$ cat src/rtl/core/radio_packet_deframer_macros.svh
// Assertion macros shared by the radio packet deframer RTL.
`ifndef RADIO_PACKET_DEFRAMER_MACROS_SVH
`define RADIO_PACKET_DEFRAMER_MACROS_SVH

`ifndef SYNTHESIS
// Same-cycle implication, checked on clk and disabled during rst.
`define RPD_ASSERT_IMP(label, ante, cons) \
  label: assert property (@(posedge clk) disable iff (rst) (ante) |-> (cons)) \
    else $error("radio_packet_deframer: assertion failed");
// Next-cycle implication, checked on clk and disabled during rst.
`define RPD_ASSERT_NEXT(label, ante, cons) \
  label: assert property (@(posedge clk) disable iff (rst) (ante) |=> (cons)) \
    else $error("radio_packet_deframer: assertion failed");
`else
`define RPD_ASSERT_IMP(label, ante, cons)
`define RPD_ASSERT_NEXT(label, ante, cons)
`endif

`endif

$ cat src/rtl/core/rpd_pkg.sv
// Types, codes and CRC function shared by the radio packet deframer.
`default_nettype none

package rpd_pkg;

  typedef struct packed {
    logic       cmd;
    logic [7:0] rx_byte;
  } rpd_item_t;

  typedef struct packed {
    logic       is_status;
    logic [7:0] data_byte;
    logic [2:0] status;
    logic       peer_acked;
    logic       ack_needed;
    logic       last;
  } rpd_result_t;

  typedef enum logic [2:0] {
    STS_NEW   = 3'd0,
    STS_DUP   = 3'd1,
    STS_EMPTY = 3'd2,
    STS_CRC   = 3'd3,
    STS_OVF   = 3'd4
  } rpd_code_t;

  typedef enum logic [1:0] {
    EV_NONE,
    EV_STATUS,
    EV_DATA
  } rpd_event_t;

  typedef enum logic [1:0] {
    ST_IDLE,
    ST_READ,
    ST_EMIT,
    ST_STATUS
  } rpd_state_t;

  typedef struct packed {
    logic take;
    logic rd;
    logic emit_data;
    logic emit_status;
  } rpd_cmd_t;

  typedef struct packed {
    rpd_event_t ev;
    logic       rd_last;
    logic       out_free;
  } rpd_flag_t;

  localparam logic [7:0] CRC_POLY  = 8'h8C;
  localparam logic [7:0] BYTE_ZERO = 8'h00;
  localparam logic [7:0] BYTE_ONES = 8'hFF;
  localparam logic [7:0] ID_RESET  = 8'hFF;

  // CRC-8, reflected polynomial 0x8C, one byte per call.
  function automatic logic [7:0] crc8_update(input logic [7:0] crc, input logic [7:0] b);
    logic [7:0] c;
    c = crc ^ b;
    for (int k = 0; k < 8; k++) begin
      c = c[0] ? ((c >> 1) ^ CRC_POLY) : (c >> 1);
    end
    return c;
  endfunction

endpackage

`default_nettype wire

$ cat src/rtl/core/rpd_ctrl.sv
// Controller state machine: accept, payload drain and status emission.
`default_nettype none

module rpd_ctrl (
  input  logic              clk,
  input  logic              rst,
  input  logic              item_valid,
  output logic              item_stall,
  input  rpd_pkg::rpd_flag_t flag,
  output rpd_pkg::rpd_cmd_t  ctl
);
  import rpd_pkg::*;

  rpd_state_t state;
  rpd_state_t state_next;

  always_ff @(posedge clk) begin
    if (rst) begin
      state <= ST_IDLE;
    end else begin
      state <= state_next;
    end
  end

  always_comb begin
    state_next = state;
    ctl        = '0;
    item_stall = 1'b1;
    case (state)
      ST_IDLE: begin
        item_stall = 1'b0;
        ctl.take   = item_valid;
        if (item_valid) begin
          case (flag.ev)
            EV_STATUS: state_next = ST_STATUS;
            EV_DATA:   state_next = ST_READ;
            default:   state_next = ST_IDLE;
          endcase
        end
      end
      ST_READ: begin
        ctl.rd     = 1'b1;
        state_next = ST_EMIT;
      end
      ST_EMIT: begin
        // hold the read byte until the output register frees up
        if (flag.out_free) begin
          ctl.emit_data = 1'b1;
          state_next    = flag.rd_last ? ST_STATUS : ST_READ;
        end
      end
      ST_STATUS: begin
        if (flag.out_free) begin
          ctl.emit_status = 1'b1;
          state_next      = ST_IDLE;
        end
      end
      default: state_next = ST_IDLE;
    endcase
  end

endmodule

`default_nettype wire

$ cat src/rtl/core/rpd_dpath.sv
// Datapath: unstuffing, frame store, CRC check, frame decode and output register.
`default_nettype none

module rpd_dpath #(
  parameter int FRAME_DEPTH = 64
) (
  input  logic                 clk,
  input  logic                 rst,
  input  rpd_pkg::rpd_item_t   item,
  input  rpd_pkg::rpd_cmd_t    ctl,
  output rpd_pkg::rpd_flag_t   flag,
  output logic                 result_valid,
  input  logic                 result_stall,
  output rpd_pkg::rpd_result_t result
);
  import rpd_pkg::*;

  localparam int CW = $clog2(FRAME_DEPTH + 1);
  localparam int AW = $clog2(FRAME_DEPTH);

  logic [7:0]    mem [FRAME_DEPTH];

  logic [CW-1:0] byte_count;
  logic          skip_next;
  logic [7:0]    running_crc;
  logic [7:0]    previous_id;

  logic          hdr_ack;
  logic [7:0]    len_reg;
  logic [7:0]    id_reg;
  rpd_code_t     sts_code;
  logic          sts_acked;
  logic          sts_ackneed;
  logic [7:0]    rd_idx;
  logic [7:0]    rd_data;

  logic [CW-1:0] cnt_inc;
  logic [8:0]    need;
  logic          at_full;
  logic          complete;
  logic          stuff_mark;
  logic          store_byte;
  logic [AW-1:0] rd_addr;
  rpd_event_t    ev;
  rpd_code_t     code_n;
  logic          acked_n;
  logic          ackneed_n;

  assign cnt_inc    = byte_count + CW'(1);
  assign need       = (len_reg == 8'd0) ? 9'd3 : ({1'b0, len_reg} + 9'd4);
  assign at_full    = (byte_count == CW'(FRAME_DEPTH));
  assign complete   = (byte_count >= CW'(2)) &&
                      ({{9{1'b0}}, cnt_inc} == {{CW{1'b0}}, need});
  assign stuff_mark = (item.rx_byte == BYTE_ZERO) || (item.rx_byte == BYTE_ONES);
  assign store_byte = !item.cmd && !at_full && !skip_next;
  assign rd_addr    = AW'({1'b0, rd_idx} + 9'd3);

  // decode what the current beat completes
  always_comb begin
    ev        = EV_NONE;
    code_n    = STS_NEW;
    acked_n   = 1'b0;
    ackneed_n = 1'b0;
    if (item.cmd) begin
      ev = EV_NONE;
    end else if (at_full) begin
      ev     = EV_STATUS;
      code_n = STS_OVF;
    end else if (!skip_next && complete) begin
      ev = EV_STATUS;
      if (item.rx_byte != running_crc) begin
        code_n = STS_CRC;
      end else if (len_reg == 8'd0) begin
        code_n  = STS_EMPTY;
        acked_n = hdr_ack;
      end else if (id_reg == previous_id) begin
        code_n    = STS_DUP;
        acked_n   = hdr_ack;
        ackneed_n = 1'b1;
      end else begin
        ev        = EV_DATA;
        code_n    = STS_NEW;
        acked_n   = hdr_ack;
        ackneed_n = 1'b1;
      end
    end
  end

  assign flag.ev       = ev;
  assign flag.rd_last  = (rd_idx == (len_reg - 8'd1));
  assign flag.out_free = !result_valid || !result_stall;

  always_ff @(posedge clk) begin
    if (rst) begin
      byte_count  <= '0;
      skip_next   <= 1'b0;
      running_crc <= 8'h00;
      previous_id <= ID_RESET;
    end else if (ctl.take) begin
      if (item.cmd || at_full) begin
        byte_count  <= '0;
        skip_next   <= 1'b0;
        running_crc <= 8'h00;
      end else if (skip_next) begin
        skip_next <= 1'b0;
      end else if (complete) begin
        byte_count  <= '0;
        skip_next   <= 1'b0;
        running_crc <= 8'h00;
        if (ev == EV_DATA) begin
          previous_id <= id_reg;
        end
      end else begin
        byte_count  <= cnt_inc;
        skip_next   <= stuff_mark;
        running_crc <= crc8_update(running_crc, item.rx_byte);
      end
    end
  end

  // frame store and header capture
  always_ff @(posedge clk) begin
    if (ctl.take && store_byte) begin
      mem[byte_count[AW-1:0]] <= item.rx_byte;
      if (byte_count == CW'(0)) begin
        hdr_ack <= item.rx_byte[0];
      end
      if (byte_count == CW'(1)) begin
        len_reg <= item.rx_byte;
      end
      if (byte_count == CW'(2)) begin
        id_reg <= item.rx_byte;
      end
    end
    if (ctl.rd) begin
      rd_data <= mem[rd_addr];
    end
  end

  // pending status and drain index
  always_ff @(posedge clk) begin
    if (ctl.take) begin
      sts_code    <= code_n;
      sts_acked   <= acked_n;
      sts_ackneed <= ackneed_n;
      rd_idx      <= 8'd0;
    end else if (ctl.emit_data) begin
      rd_idx <= rd_idx + 8'd1;
    end
  end

  always_ff @(posedge clk) begin
    if (rst) begin
      result_valid <= 1'b0;
    end else if (ctl.emit_data || ctl.emit_status) begin
      result_valid <= 1'b1;
    end else if (!result_stall) begin
      result_valid <= 1'b0;
    end
  end

  always_ff @(posedge clk) begin
    if (ctl.emit_data) begin
      result.is_status  <= 1'b0;
      result.data_byte  <= rd_data;
      result.status     <= STS_NEW;
      result.peer_acked <= 1'b0;
      result.ack_needed <= 1'b0;
      result.last       <= 1'b0;
    end else if (ctl.emit_status) begin
      result.is_status  <= 1'b1;
      result.data_byte  <= 8'h00;
      result.status     <= sts_code;
      result.peer_acked <= sts_acked;
      result.ack_needed <= sts_ackneed;
      result.last       <= 1'b1;
    end
  end

endmodule

`default_nettype wire

$ cat src/rtl/core/radio_packet_deframer.sv
// Radio packet deframer top level: byte unstuffing, CRC-8 check, payload delivery.
// A beat that completes no frame is taken without holding the input. A beat that ends a
// frame holds the input until the status state has loaded its status result into the
// output register; each data byte of a good new frame first passes from the single-port
// frame store through the read and emit states. Output stalls extend the hold. Synchronous
// reset clears the frame state and sets the last id to 0xFF; the frame store is not cleared.
`default_nettype none

`include "radio_packet_deframer_macros.svh"

module radio_packet_deframer #(
  parameter int FRAME_DEPTH = 64
) (
  input  logic                 clk,
  input  logic                 rst,
  input  logic                 item_valid,
  output logic                 item_stall,
  input  rpd_pkg::rpd_item_t   item,
  output logic                 result_valid,
  input  logic                 result_stall,
  output rpd_pkg::rpd_result_t result
);
  import rpd_pkg::*;

  rpd_cmd_t  ctl;
  rpd_flag_t flag;

  rpd_ctrl u_ctrl (
    .clk        (clk),
    .rst        (rst),
    .item_valid (item_valid),
    .item_stall (item_stall),
    .flag       (flag),
    .ctl        (ctl)
  );

  rpd_dpath #(
    .FRAME_DEPTH (FRAME_DEPTH)
  ) u_dpath (
    .clk          (clk),
    .rst          (rst),
    .item         (item),
    .ctl          (ctl),
    .flag         (flag),
    .result_valid (result_valid),
    .result_stall (result_stall),
    .result       (result)
  );

  `RPD_ASSERT_IMP(a_one_action, 1'b1,
                  $onehot0({ctl.take, ctl.rd, ctl.emit_data, ctl.emit_status}))
  `RPD_ASSERT_NEXT(a_status_shown, ctl.emit_status,
                   result_valid && result.last && result.is_status)
  `RPD_ASSERT_IMP(a_data_clean, result_valid && !result.is_status,
                  !result.last && (result.status == STS_NEW) && !result.ack_needed)

endmodule

`default_nettype wire
$ cat config.mk
export PLATFORM = sky130hd
export DESIGN_NAME = radio_packet_deframer
export DESIGN_NICKNAME = d
export VERILOG_FILES = /design/src/rtl/core/rpd_pkg.sv /design/src/rtl/core/rpd_ctrl.sv /design/src/rtl/core/rpd_dpath.sv /design/src/rtl/core/radio_packet_deframer.sv
export VERILOG_INCLUDE_DIRS = /design/src /design/src/rtl/core
export SDC_FILE = /design/constraint.sdc
export NUM_CORES = 1
export LEC_CHECK = 0
export BUFFER_PORTS_ARGS = -buffer_cell sky130_fd_sc_hd__buf_2
export CAP_MARGIN = 20
export CORE_MARGIN = 3
export CORE_UTILIZATION = 59
export CTS_BUF_LIST = sky130_fd_sc_hd__clkbuf_4 sky130_fd_sc_hd__clkbuf_8
export DETAILED_ROUTE_END_ITERATION = 7
export PLACE_DENSITY = 0.8
export SLEW_MARGIN = 10
export SYNTH_ARGS = -nofsm -noshare
export SYNTH_HDL_FRONTEND = slang
export SYNTH_SLANG_ARGS = --single-unit
$ cat constraint.sdc
create_clock -name clk -period 3.4 [get_ports clk]
set_input_delay 0.34 -clock clk [delete_from_list [all_inputs] [get_ports clk]]
set_output_delay 0.34 -clock clk [all_outputs]
set_load 0.005 [all_outputs]
==> results.toml <==
[die]
vertical_die_dimension_um = 206.7
initial_core_util_pct = 60.64
top_level_ports = 30
die_area_um2 = 42720
num_rows = 72
die_width_um = 206.7
core_area_um2 = 39190

[clock_tree]
cts.htree.levels = 3
post-cts-setup-buffer-count = 0
path_clk_slew_ps = 60
clockBufferDepth = 3
clk_root_buffer_cell = "sky130_fd_sc_hd__clkbuf_8"
clk_sink_count = 591
cts-buffers-inserted = 92
clk-insertion-delay-late_ps = 660
clock_tree_from_tritoncts = "done"

[grt]
wire_length_of_the_first_global_routing_pass_um = 76600
number_of_antenna_violations_at_the_first_check_in_global_routing = 5
met2_usage_pct = 40.00
global_route.peak_usage_layer = "met2"
grt_remaining_overflow = 0
maximum_number_of_pins_on_one_net_before_global_route_repair = 80
grtUsageMet1_pct = 33.29
global_route.usage.total_pct = 24.81
grt.met3_usage_pct = 6.884
grt_pass1_vias = 12430

[sta]
grt_setup_unrepaired = "no"
achievable-frequency_ghz = 0.3120
min_period_over_period_pct = 94.28
tightestPinTransition_ps = 1038
fin_setup_tns_ps = 0
timing_max_transition_violations_final = 0
relSlewSlack_pct = 30.56
final-hold-violation-count = 0
finalSetupViolCount = 0
timing.clock.skew_ps = 33.96
post-route-min-period_ps = 3205

[run_status]
run_status = "finished clean"

[power]
vdd.ir_drop.worst_mv = 0.4262
p_leak_nw = 8.456
power_per_cell_area_nw_per_um2 = 530.8

[layout]
largest_reg_flops = 512
layout-drive-gt1-share_pct = 30.71
layout.cell_area.non_filler_um2 = 26810
diodes = 0
layout.nets = 1363
area.growth.synth_to_final_pct = 12.83

[worst_hold_path]
hp-class = "in2reg"

[logic_synthesis]
post_synthesis_register_bit_count = 591
synth_ff_type = "sky130_fd_sc_hd__edfxtp_1"
sequential_cell_area_fraction_in_the_yosys_report_pct = 72.95
synth_nets = 1228
synth_top_cells_by_area = "sky130_fd_sc_hd__edfxtp_1, sky130_fd_sc_hd__mux4_2, sky130_fd_sc_hd__dfxtp_1"
avgSynthCellArea_um2 = 19.75
synth_instances = 1203
yosysTopAreaCellShare_pct = 69.50
ys_async_sr_fraction_pct = 0
cell_area_synth_um2 = 23760
yosys_warnings = 0
synth.largest_area_cell = "sky130_fd_sc_hd__edfxtp_1"
edff_count_synth = 550
post_synth_num_cell_types = 55

[critical_path]
timing.critical_path.required_ps = 3980
cp-end-kind = "flip-flop"
worstSetupStartpointType = "flip-flop"
critPathMaxFanout = 7
worst-endpoint-arrival_ps = 3790
path_class = "reg2reg"

[place]
place_congestion = 0.8743
place_hpwl_um = 31110
postPlaceCellArea_um2 = 24940
port_buffers = 29

[routing]
drt_first_iter_violations = 1190
routed-via-count = 11980
route.detailed.drc = 0
detailed_route_wire_length_per_cell_um = 26.28
via_per_inst = 6.202
firstDrtPassIters = 5
antenna_violating_nets_post_route = 0
postRouteWirelength_um = 50750

[job]
max_cap_viol_count = 0
==> cell type report <==
| type | instances | area (um^2) |
|---|---|---|
| Fill cell | 2449 | 12380 |
| Sequential cell | 591 | 17340 |
| Inverter | 15 | 56.30 |
| Multi-Input combinational cell | 537 | 6130 |
| Clock buffer | 129 | 1588 |
| Timing Repair Buffer | 101 | 790.8 |
| Clock inverter | 40 | 257.7 |
| Tap cell | 518 | 648.1 |
==> worst max-delay path, stage by stage (launching register included) <==
cell,delay [ps]
sky130_fd_sc_hd__edfxtp_1,490
sky130_fd_sc_hd__inv_1,110
sky130_fd_sc_hd__ha_1,220
sky130_fd_sc_hd__and4bb_1,270
sky130_fd_sc_hd__nand2_1,150
sky130_fd_sc_hd__o32a_1,220
sky130_fd_sc_hd__o2111ai_4,140
sky130_fd_sc_hd__nor4_2,290
sky130_fd_sc_hd__buf_4,190
sky130_fd_sc_hd__or3b_1,350
sky130_fd_sc_hd__ha_1,300
sky130_fd_sc_hd__nor3b_1,250
sky130_fd_sc_hd__a21oi_1,70
sky130_fd_sc_hd__nor2_1,100
==> logic make-up after synthesis <==
family                   share of synthesized area [%]
flip-flops                                       72.95
AND/OR/NAND/NOR                                  4.686
multiplexers                                     16.30
buffers and inverters                            1.479
XOR/XNOR                                         2.469
AO/OA/AOI/OAI                                    1.480
adder cells (fa/ha/maj)                         0.6318
==> where the power goes <==
| group | switching, mW | internal, mW |
|---|---|---|
| sequential | 0.0184 | 7.97 |
| combinational | 0.251 | 0.110 |
| clock | 2.64 | 3.24 |
==> timing repair <==
| item | 4_1_cts | 5_1_grt |
|---|---|---|
| endpoints found under the hold margin | 2 | 0 |
| resized for setup | 0 | 3 |
| hold buffers | 2 | 0 |
| setup endpoints to repair | 0 | 6 |
==> stage by stage <==
step	instances	setup WS, ps	hold WS, ps	power (mW)	utilization (%)
floorplan	1203	48.68	438.0	8.310	-
global placement	1760	348.0	429.2	8.475	63.63
detailed placement	1760	183.3	437.5	8.493	63.63
CTS	1931	153.6	64.57	14.33	68.39
global route	1931	27.96	75.90	14.69	68.42
finish	1931	194.6	106.5	14.23	68.42
==> worst paths after layout <==
path | slack [ps] | cells after the start | from | to
max reg2reg | 190 | 13 | u_dpath.len_reg[2]$_DFFE_PP_ | u_ctrl.state[0]$_SDFFE_PP0P_
max | 190 | 13 | u_dpath.len_reg[2]$_DFFE_PP_ | u_ctrl.state[0]$_SDFFE_PP0P_
min reg2reg | 450 | 2 | u_dpath.result[4]$_SDFFE_PP0P_ | u_dpath.result[4]$_SDFFE_PP0P_
min | 110 | 2 | rst | u_dpath.result_valid$_SDFFE_PP0P_
==> per-layer routing <==
| layer | up-vias | wire length (um) |
|---|---|---|
| met3 | 104 | 4270 |
| met2 | 536 | 25300 |
| met4 | 10 | 1576 |
| met1 | 6200 | 19540 |
| met5 | - | 59 |
| li1 | 5127 | - |
==> cells in the final DEF (no fill, tap or decap), types with 7 or more instances in the layout <==
master / instances
sky130_fd_sc_hd__a21oi_1: 10
sky130_fd_sc_hd__and2_1: 12
sky130_fd_sc_hd__buf_12: 8
sky130_fd_sc_hd__buf_2: 29
sky130_fd_sc_hd__buf_4: 62
sky130_fd_sc_hd__clkbuf_4: 30
sky130_fd_sc_hd__clkbuf_8: 99
sky130_fd_sc_hd__clkinv_1: 24
sky130_fd_sc_hd__clkinv_2: 10
sky130_fd_sc_hd__dfxtp_1: 39
sky130_fd_sc_hd__edfxtp_1: 550
sky130_fd_sc_hd__ha_1: 10
sky130_fd_sc_hd__inv_1: 15
sky130_fd_sc_hd__mux2i_1: 9
sky130_fd_sc_hd__mux4_2: 168
sky130_fd_sc_hd__nand2_1: 47
sky130_fd_sc_hd__nand3_1: 10
sky130_fd_sc_hd__nand4_1: 8
sky130_fd_sc_hd__nor2_1: 104
sky130_fd_sc_hd__nor3_1: 7
sky130_fd_sc_hd__o21ai_0: 16
sky130_fd_sc_hd__o21ai_1: 8
sky130_fd_sc_hd__xnor2_1: 47
sky130_fd_sc_hd__xor2_1: 17
==> synth_stat cells, types with 2 or more instances <==
| cell | count |
|---|---|
| sky130_fd_sc_hd__ha_1 | 12 |
| sky130_fd_sc_hd__edfxtp_1 | 550 |
| sky130_fd_sc_hd__dfxtp_1 | 41 |
| sky130_fd_sc_hd__nand2_1 | 47 |
| sky130_fd_sc_hd__nand3b_1 | 2 |
| sky130_fd_sc_hd__xor2_1 | 19 |
| sky130_fd_sc_hd__a211oi_1 | 2 |
| sky130_fd_sc_hd__nor2b_1 | 4 |
| sky130_fd_sc_hd__buf_6 | 4 |
| sky130_fd_sc_hd__and4b_1 | 2 |
| sky130_fd_sc_hd__buf_2 | 17 |
| sky130_fd_sc_hd__mux4_2 | 168 |
| sky130_fd_sc_hd__a21oi_1 | 10 |
| sky130_fd_sc_hd__clkbuf_1 | 33 |
| sky130_fd_sc_hd__and2_1 | 12 |
| sky130_fd_sc_hd__o221ai_1 | 2 |
| sky130_fd_sc_hd__o21ai_1 | 8 |
| sky130_fd_sc_hd__or2_2 | 4 |
| sky130_fd_sc_hd__nor2_1 | 104 |
| sky130_fd_sc_hd__or3b_2 | 2 |
| sky130_fd_sc_hd__nor3_1 | 7 |
| sky130_fd_sc_hd__and3_1 | 5 |
| sky130_fd_sc_hd__buf_4 | 5 |
| sky130_fd_sc_hd__nand4_1 | 8 |
| sky130_fd_sc_hd__or3_1 | 4 |
| sky130_fd_sc_hd__nor3b_1 | 5 |
| sky130_fd_sc_hd__nor4_1 | 5 |
| sky130_fd_sc_hd__xnor2_1 | 48 |
| sky130_fd_sc_hd__mux2i_1 | 9 |
| sky130_fd_sc_hd__inv_1 | 15 |
| sky130_fd_sc_hd__nand3_1 | 10 |
| sky130_fd_sc_hd__o21ai_0 | 16 |
(Power assumes the default switching activity.)
